===== config.mk =====
export PLATFORM = sky130hd
export DESIGN_NAME = fletcher_mod255_word_checksum_flat
export DESIGN_NICKNAME = d
export VERILOG_FILES = /design/src/rtl/fmw_pkg.sv /design/src/rtl/fmw_if.sv /design/src/rtl/fmw_front.sv /design/src/rtl/fmw_fifo.sv /design/src/rtl/fmw_back.sv /design/src/rtl/fletcher_mod255_word_checksum.sv /design/src/flat_wrapper.sv
export SDC_FILE = /design/constraint.sdc
export NUM_CORES = 1
export LEC_CHECK = 0
export BUFFER_PORTS_ARGS = -buffer_cell sky130_fd_sc_hd__buf_2
export CAP_MARGIN = 20
export CORE_MARGIN = 4
export CORE_UTILIZATION = 60
export DETAILED_ROUTE_END_ITERATION = 10
export PLACE_DENSITY = 0.85
export SLEW_MARGIN = 20
export SYNTH_ARGS = -nofsm -noshare
export SYNTH_HDL_FRONTEND = slang
export SYNTH_SLANG_ARGS = --single-unit

===== constraint.sdc =====
create_clock -name clk_i -period 14.7 [get_ports clk_i]
set_input_delay 0 -clock clk_i [delete_from_list [all_inputs] [get_ports clk_i]]
set_output_delay 0 -clock clk_i [all_outputs]
set_load 0.02 [all_outputs]

===== src/rtl/fmw_pkg.sv =====
`timescale 1ns / 1ps
`default_nettype none

package fmw_pkg;

  // Payload widths
  localparam int unsigned WordW = 32;
  localparam int unsigned SumW  = 8;

  // Fletcher modulus
  localparam logic [SumW-1:0] Mod = 8'd255;

  // Classified word as it travels from front to back.
  // A word w contributes (w mod 255) to the low sum, minus one when the
  // 32-bit add with the running low sum wraps. The wrap can only happen
  // when bits 31..8 are all ones, and then depends on the low byte alone.
  typedef struct packed {
    logic [SumW-1:0] word_mod;   // word mod 255
    logic [7:0]      low_byte;   // word[7:0], for the wrap check
    logic            top_ones;   // word[31:8] all ones
    logic            last;       // final word of the record
  } item_t;

endpackage

`default_nettype wire


===== src/rtl/fmw_if.sv =====
`timescale 1ns / 1ps
`default_nettype none

// Word request channel
interface fmw_word_if;
  logic                           valid;
  logic                           ready;
  logic [fmw_pkg::WordW-1:0]      word;
  logic                           last_word;

  modport source (output valid, output word, output last_word, input ready);
  modport sink   (input valid, input word, input last_word, output ready);
endinterface

// Checksum request channel
interface fmw_sum_if;
  logic                           valid;
  logic                           ready;
  logic [fmw_pkg::SumW-1:0]       sum_low;
  logic [fmw_pkg::SumW-1:0]       sum_high;

  modport source (output valid, output sum_low, output sum_high, input ready);
  modport sink   (input valid, input sum_low, input sum_high, output ready);
endinterface

`default_nettype wire


===== src/rtl/fmw_front.sv =====
`timescale 1ns / 1ps
`default_nettype none

// Front: takes words and reduces each one modulo 255 ahead of the queue.
module fmw_front (
  fmw_word_if.sink       in_i,
  input  wire logic      q_ready_i,
  output fmw_pkg::item_t item_o,
  output logic           push_o
);

  logic [9:0] byte_sum;
  logic [8:0] fold1;
  logic [7:0] fold2;

  // 256 == 1 (mod 255): add the bytes, then fold the carries back in
  always_comb begin
    byte_sum = {2'b00, in_i.word[7:0]}   + {2'b00, in_i.word[15:8]} +
               {2'b00, in_i.word[23:16]} + {2'b00, in_i.word[31:24]};
    fold1    = {1'b0, byte_sum[7:0]} + {7'b0, byte_sum[9:8]};
    fold2    = fold1[7:0] + {7'b0, fold1[8]};
  end

  // Classified item
  always_comb begin
    item_o.word_mod = (fold2 == fmw_pkg::Mod) ? '0 : fold2;
    item_o.low_byte = in_i.word[7:0];
    item_o.top_ones = &in_i.word[31:8];
    item_o.last     = in_i.last_word;
  end

  assign in_i.ready = q_ready_i;
  assign push_o     = in_i.valid && q_ready_i;

endmodule

`default_nettype wire


===== src/rtl/fmw_fifo.sv =====
`timescale 1ns / 1ps
`default_nettype none

// Short queue between front and back; push and pop in the same cycle.
module fmw_fifo #(
  parameter int unsigned Depth = 2
) (
  input  wire logic           clk_i,
  input  wire logic           rst_ni,
  input  wire logic           push_i,
  input  wire fmw_pkg::item_t item_i,
  output logic                ready_o,
  output logic                valid_o,
  output fmw_pkg::item_t      item_o,
  input  wire logic           pop_i
);

  localparam int unsigned IdxW = (Depth > 1) ? $clog2(Depth) : 1;
  localparam int unsigned CntW = $clog2(Depth + 1);

  fmw_pkg::item_t  mem_q [Depth];
  logic [IdxW-1:0] wr_ptr_q, wr_ptr_d;
  logic [IdxW-1:0] rd_ptr_q, rd_ptr_d;
  logic [CntW-1:0] cnt_q, cnt_d;

  assign ready_o = (cnt_q != CntW'(Depth));
  assign valid_o = (cnt_q != '0);
  assign item_o  = mem_q[rd_ptr_q];

  // Pointer and fill count update
  always_comb begin
    wr_ptr_d = wr_ptr_q;
    rd_ptr_d = rd_ptr_q;
    cnt_d    = cnt_q;
    if (push_i) begin
      wr_ptr_d = (wr_ptr_q == IdxW'(Depth - 1)) ? '0 : wr_ptr_q + 1'b1;
    end
    if (pop_i) begin
      rd_ptr_d = (rd_ptr_q == IdxW'(Depth - 1)) ? '0 : rd_ptr_q + 1'b1;
    end
    if (push_i && !pop_i) begin
      cnt_d = cnt_q + 1'b1;
    end else if (pop_i && !push_i) begin
      cnt_d = cnt_q - 1'b1;
    end
  end

  always_ff @(posedge clk_i or negedge rst_ni) begin
    if (!rst_ni) begin
      wr_ptr_q <= '0;
      rd_ptr_q <= '0;
      cnt_q    <= '0;
    end else begin
      wr_ptr_q <= wr_ptr_d;
      rd_ptr_q <= rd_ptr_d;
      cnt_q    <= cnt_d;
    end
  end

  // Storage
  always_ff @(posedge clk_i) begin
    if (push_i) begin
      mem_q[wr_ptr_q] <= item_i;
    end
  end

  // Checks
  a_cnt_bound: assert property (@(posedge clk_i) disable iff (!rst_ni)
    cnt_q <= CntW'(Depth))
    else $error("fifo count above depth");

  a_cnt_pop: assert property (@(posedge clk_i) disable iff (!rst_ni)
    (pop_i && !push_i) |=> (cnt_q == $past(cnt_q) - 1'b1))
    else $error("fifo count did not drop on pop");

endmodule

`default_nettype wire


===== src/rtl/fmw_back.sv =====
`timescale 1ns / 1ps
`default_nettype none

// Back: folds queued items into the running sums and holds the result.
module fmw_back (
  input  wire logic           clk_i,
  input  wire logic           rst_ni,
  input  wire logic           valid_i,
  input  wire fmw_pkg::item_t item_i,
  output logic                pop_o,
  fmw_sum_if.source           out_o
);

  logic [fmw_pkg::SumW-1:0] run_low_q, run_high_q;
  logic [fmw_pkg::SumW-1:0] out_low_q, out_high_q;
  logic                     out_valid_q;

  logic [8:0]               byte_add;
  logic                     wrap;
  logic [8:0]               low_raw;
  logic [8:0]               high_raw;
  logic [fmw_pkg::SumW-1:0] low_new;
  logic [fmw_pkg::SumW-1:0] high_new;
  logic                     out_free;

  // Next sums; a 32-bit wrap removes 2^32, which is 1 mod 255
  always_comb begin
    byte_add = {1'b0, item_i.low_byte} + {1'b0, run_low_q};
    wrap     = item_i.top_ones && byte_add[8];
    low_raw  = {1'b0, item_i.word_mod} + {1'b0, run_low_q} - {8'b0, wrap};
    low_new  = (low_raw >= {1'b0, fmw_pkg::Mod}) ? 8'(low_raw - {1'b0, fmw_pkg::Mod})
                                                 : low_raw[7:0];
    high_raw = {1'b0, run_high_q} + {1'b0, low_new};
    high_new = (high_raw >= {1'b0, fmw_pkg::Mod}) ? 8'(high_raw - {1'b0, fmw_pkg::Mod})
                                                  : high_raw[7:0];
  end

  // A last word needs a free output slot; others go straight through
  assign out_free = !out_valid_q || out_o.ready;
  assign pop_o    = valid_i && (!item_i.last || out_free);

  always_ff @(posedge clk_i or negedge rst_ni) begin
    if (!rst_ni) begin
      run_low_q   <= '0;
      run_high_q  <= '0;
      out_valid_q <= 1'b0;
    end else begin
      if (out_valid_q && out_o.ready) begin
        out_valid_q <= 1'b0;
      end
      if (pop_o) begin
        if (item_i.last) begin
          run_low_q   <= '0;
          run_high_q  <= '0;
          out_valid_q <= 1'b1;
        end else begin
          run_low_q  <= low_new;
          run_high_q <= high_new;
        end
      end
    end
  end

  // Result register
  always_ff @(posedge clk_i) begin
    if (pop_o && item_i.last) begin
      out_low_q  <= low_new;
      out_high_q <= high_new;
    end
  end

  assign out_o.valid    = out_valid_q;
  assign out_o.sum_low  = out_low_q;
  assign out_o.sum_high = out_high_q;

  // Checks
  a_sums_reduced: assert property (@(posedge clk_i) disable iff (!rst_ni)
    (run_low_q != fmw_pkg::Mod) && (run_high_q != fmw_pkg::Mod))
    else $error("running sum not reduced");

  a_clear_on_last: assert property (@(posedge clk_i) disable iff (!rst_ni)
    (pop_o && item_i.last) |=> (out_valid_q && run_low_q == '0 && run_high_q == '0))
    else $error("record end not handled");

endmodule

`default_nettype wire


===== src/rtl/fletcher_mod255_word_checksum.sv =====
`timescale 1ns / 1ps
`default_nettype none

// Fletcher-style checksum over records of 32-bit words, both sums mod 255.
// in_i  : one word per request; last_word marks the final word of a record.
//         The low sum adds the word with 32-bit wraparound, then reduces
//         mod 255; the high sum adds the new low sum mod 255.
// out_o : one request per record carrying sum_low and sum_high
//         (packed checksum is sum_high << 8 | sum_low).
// Throughput: one word per cycle, set by the back end's fold of one queued
// word into the running sums; a last word waits while the output is not free.
// The last word is stored in the queue, then folded by the back end into the
// output register, which offers the result to the receiver; this path holds
// when the queue is empty and the output register is free.
// A word is reduced mod 255 in the front, queued in a FIFO_DEPTH entry
// queue, and folded in by the back end, which owns the output register.
// Receiver stall: the result holds in the output register; words that are
// not last keep flowing, and the queue fills only behind a pending last word.
// Reset clears both running sums, the queue and the output valid.
module fletcher_mod255_word_checksum #(
  parameter int unsigned FIFO_DEPTH = 2
) (
  input  wire logic  clk_i,
  input  wire logic  rst_ni,
  fmw_word_if.sink   in_i,
  fmw_sum_if.source  out_o
);

  fmw_pkg::item_t front_item;
  fmw_pkg::item_t head_item;
  logic           push;
  logic           q_ready;
  logic           head_valid;
  logic           pop;

  fmw_front u_front (
    .in_i      (in_i),
    .q_ready_i (q_ready),
    .item_o    (front_item),
    .push_o    (push)
  );

  fmw_fifo #(
    .Depth (FIFO_DEPTH)
  ) u_fifo (
    .clk_i   (clk_i),
    .rst_ni  (rst_ni),
    .push_i  (push),
    .item_i  (front_item),
    .ready_o (q_ready),
    .valid_o (head_valid),
    .item_o  (head_item),
    .pop_i   (pop)
  );

  fmw_back u_back (
    .clk_i   (clk_i),
    .rst_ni  (rst_ni),
    .valid_i (head_valid),
    .item_i  (head_item),
    .pop_o   (pop),
    .out_o   (out_o)
  );

endmodule

`default_nettype wire

===== src/flat_wrapper.sv =====
// flat-port wrapper written by rule: the top's interface ports become plain ports
module fletcher_mod255_word_checksum_flat 
#(
  parameter int unsigned FIFO_DEPTH = 2
)
  (clk_i, rst_ni, in_i_valid, in_i_word, in_i_last_word, in_i_ready, out_o_valid, out_o_sum_low, out_o_sum_high, out_o_ready);
  fmw_word_if in_i_i ();
  fmw_sum_if out_o_i ();
  input  wire logic clk_i;
  input  wire logic rst_ni;
  input wire logic [$bits(in_i_i.valid)-1:0] in_i_valid;
  input wire logic [$bits(in_i_i.word)-1:0] in_i_word;
  input wire logic [$bits(in_i_i.last_word)-1:0] in_i_last_word;
  output wire logic [$bits(in_i_i.ready)-1:0] in_i_ready;
  output wire logic [$bits(out_o_i.valid)-1:0] out_o_valid;
  output wire logic [$bits(out_o_i.sum_low)-1:0] out_o_sum_low;
  output wire logic [$bits(out_o_i.sum_high)-1:0] out_o_sum_high;
  input wire logic [$bits(out_o_i.ready)-1:0] out_o_ready;
  assign in_i_i.valid = in_i_valid;
  assign in_i_i.word = in_i_word;
  assign in_i_i.last_word = in_i_last_word;
  assign in_i_ready = in_i_i.ready;
  assign out_o_valid = out_o_i.valid;
  assign out_o_sum_low = out_o_i.sum_low;
  assign out_o_sum_high = out_o_i.sum_high;
  assign out_o_i.ready = out_o_ready;
  fletcher_mod255_word_checksum #(.FIFO_DEPTH(FIFO_DEPTH)) u_core (.clk_i(clk_i), .rst_ni(rst_ni), .in_i(in_i_i), .out_o(out_o_i));
endmodule

==> flow_summary_export.csv <==
group,metric,value,unit
status,outcome,"finished, final reports clean",
yosys,synth_fa_ha_area_share,17.3,%
worst_setup_path,cpMaxStageDelayCell,"dfrtp_1",
routing,ant_nets,0,
yosys,ys.flop_type,"edfxtp_1",
worst_setup_path,cp_slowest_stage_delay,0.93,ns
yosys,yosys.area_share.simple,13.5,%
worst_setup_path,reg2reg_slack,6.16,ns
worst_setup_path,arrival,8.78,ns
timing,setup_ws,6.16,ns
clock_tree,root_buffer,"clkbuf_8",
floorplan,dieArea,10700,um2
timing,skew,0.0127,ns
yosys,synth_compound_area_share,14.8,%
yosys,synth_top_family_by_area,"adder cells",
yosys,synth_cell_types,67,
worst_setup_path,required,14.94,ns
routing,drc,0,
worst_setup_path,timing.critical_path.fanout_max,19,
routing,first_iter_violations,231,
timing,relSlewSlack,40.1,%
yosys,synth_nets,629,
place,dp_hpwl,9070,um
place,portBuffers,54,
floorplan,die_w,104,um
timing,max_freq,0.117,GHz
yosys,synth_xor_area_share,6.51,%
grt,grt_pass1_wl,19300,um
clock_tree,post-cts-setup-buffer-count,0,
worst_setup_path,crit_path_frequent_cell,"ha_1",
grt,antenna_found_initial,0,
yosys,synth.area.mux_share,4.43,%
worst_setup_path,r2r_end,"u_core.u_back.run_high_q[1]$_DFFE_PN0P_",
job,maxCapViolations,0,
finish,final_area,6160,um2
floorplan,core_area,8810,um2
routing,viasPerCell,6.01,
yosys,ys_seq_area_share,38.1,%
worst_setup_path,crit_type,"flop to flop",
routing,drt_pass1_iterations,5,
timing,post-route-period-util,58.1,%
yosys,ys_ff_latch,73,
yosys,synth_edf_count,52,
timing,final_period_minus_worst_setup_slack,8.54,ns
routing,detail_route.wl_per_cell,16.3,um
yosys,synthesis.area,5480,um2
clock_tree,cts_max_level,3,
place,place.gp.congestion,0.873,
floorplan,fp-row-count,34,
worst_setup_path,worstSetupStartpoint,"u_core.u_fifo.rd_ptr_q$_DFFE_PN0P_",
worst_setup_path,crit_path_end_kind,"flop",
timing,setup_viol,0,
worst_setup_path,cp-endpoint,"u_core.u_back.run_high_q[1]$_DFFE_PN0P_",
grt,grt_pass1_vias,4277,
floorplan,start_util,62.2,%
finish,utilization,69.9,%
yosys,ys_warn_count,0,
finish,drive_above_1_share,17.9,%
worst_setup_path,rr_worst_depth,30,
timing,hold_viol_final,0,
routing,wirelength,11600,um
clock_tree,path_clk_slew,0.08,ns
yosys,ys_async_sr_fraction,28.8,%
floorplan,die_y,104,um
finish,nets,699,
place,dpl_worst_slack,6.37,ns
floorplan,ios,55,
grt,grt_max_degree,22,
finish,antenna_cells,0,
worst_setup_path,critPathLaunchType,"flop",
grt,grt.total_usage,21.9,%
timing,tns,0,ns
clock_tree,cts_tree,"done",
clock_tree,clockBufferDepth,2,
worst_hold_path,min_path_type,"input pin to flop",
finish,area_delta_synth_final,12.4,%
clock_tree,cts_sinks,73,
timing,slew_violations,0,
timing,rsz0062_at_grt,"false",
clock_tree,cts_resized,0,
clock_tree,postCtsHoldBufs,12,
clock_tree,clock_latency,0.36,ns
yosys,avgSynthCellArea,10.5,um2
routing,routed-via-count,4246,
worst_setup_path,timing.rr.start,"u_core.u_fifo.rd_ptr_q$_DFFE_PN0P_",
timing,worstMarginPinSlew,0.899,ns
grt,overflow,0,
place,placed_area,5860,um2
clock_tree,cts_buffers,9,
finish,fill_cells,612,
yosys,synthCells,524,
layout make-up:
cell class                 instances  area, um2  area share, %
multi-input combinational        376       3100           50.3
sequential                        73       2090           33.9
timing repair buffer              69        413           6.71
inverter                          65        244           3.96
tap                              108        135           2.19
clock buffer                       9        124           2.01
clock inverter                     7       56.3          0.914
Yosys cell counts, drive strengths merged (2+ instances only):
| cell | n | share of area [%] |
|---|---|---|
| nor2b | 6 | 0.69 |
| mux2 | 10 | 2.1 |
| nand2b | 10 | 1.1 |
| fa | 13 | 4.7 |
| a211oi | 5 | 1.1 |
| a31oi | 2 | 0.23 |
| o21bai | 3 | 0.41 |
| dfrtp | 21 | 9.6 |
| o21ba | 2 | 0.37 |
| inv | 65 | 4.5 |
| clkbuf | 5 | 0.34 |
| mux2i | 13 | 2.4 |
| nand4 | 8 | 1.0 |
| a221oi | 2 | 0.55 |
| buf | 5 | 0.59 |
| ha | 55 | 13 |
| and3 | 9 | 1.1 |
| o21ai | 19 | 1.7 |
| o31ai | 4 | 0.64 |
| a211o | 3 | 0.48 |
| nand3 | 19 | 1.7 |
| nor4 | 2 | 0.50 |
| and2 | 6 | 0.69 |
| a32oi | 3 | 0.48 |
| nand2 | 19 | 1.3 |
| edfxtp | 52 | 28 |
| nor3 | 15 | 1.6 |
| xnor2 | 26 | 4.3 |
| nor2 | 30 | 2.1 |
| o21a | 5 | 0.69 |
| a21oi | 27 | 2.6 |
| a22o | 9 | 1.4 |
| a21o | 10 | 1.4 |
| or3 | 5 | 0.57 |
| or2 | 3 | 0.34 |
| o211ai | 4 | 0.55 |
| xor2 | 13 | 2.2 |
critical path: cells and delay by family, from the launching register on:
kind            cells  cell delay (ns)
compound gates     12             2.66
xor+xnor            3             1.04
fa+ha+maj           6             1.90
buf+inv             2             0.14
flops               1             0.93
mux                 2             0.74
simple gates        5             1.01
flip-flops by register name, indices dropped and copies added, names as in the netlist:
name and count:
u_core.u_fifo.mem_q 36, u_core.u_back.run_high_q 8, u_core.u_back.out_o.sum_low 8, u_core.u_back.out_o.valid 1
u_core.u_back.run_low_q 8, u_core.u_fifo.rd_ptr_q 1, u_core.u_back.out_o.sum_high 8, u_core.u_fifo.cnt_q 2
u_core.u_fifo.wr_ptr_q 1
kinds of logic (layout without fill, tap and decap cells):
logic type / Yosys count / count (layout)
AOI/OAI and AO/OA: 110 / 110
xor gates and xnor gates: 39 / 39
adders and majority gates: 68 / 68
buffers and inverters: 75 / 150
DFF: 73 / 73
muxes: 23 / 23
and+or+nand+nor: 136 / 136
metrics by stage:
| stage | cells | hold WS [ns] |
|---|---|---|
| after floorplan | 524 | -0.296 |
| after global placement | 679 | -0.0102 |
| after detailed placement | 679 | -0.00113 |
| after CTS | 707 | 0.0644 |
| after global routing | 707 | 0.0687 |
| final | 707 | 0.0657 |
metal layers:
metal  routed length (um)  global-route usage, %
met1                 4740                   26.2
met2                 5810                   38.6
met3                  658                   4.91
met4                  347                   8.26
met5                    0                      0
worst min-delay path by stage:
stage             startpoint                                 endpoint  slack (ns)  cells past startpoint
2_1_floorplan         rst_ni      u_core.u_back.out_o.valid$_DFF_PN0_       -0.30                      0
3_3_place_gp          rst_ni  u_core.u_back.run_high_q[6]$_DFFE_PN0P_       -0.01                      1
3_5_place_dp          rst_ni  u_core.u_back.run_high_q[6]$_DFFE_PN0P_      -0.001                      1
4_1_cts        in_i_word[25]      u_core.u_fifo.mem_q[0][1]$_DFFE_PP_        0.06                      3
5_1_grt        in_i_word[25]      u_core.u_fifo.mem_q[1][1]$_DFFE_PP_        0.07                      3
6_report       in_i_word[25]      u_core.u_fifo.mem_q[0][1]$_DFFE_PP_        0.07                      3
placed cells by master, fill, tap and decap left out, drive strengths merged, types with 21 or more instances in the layout:
cell type	synthesis	layout
inv	65	66
buf	5	57
ha	55	55
edfxtp	52	52
nor2	30	30
a21oi	27	27
xnor2	26	26
dfrtp	21	21
Power is not shown: default switching activity piles up to over one toggle a cycle in this logic, so the estimate is an artifact.
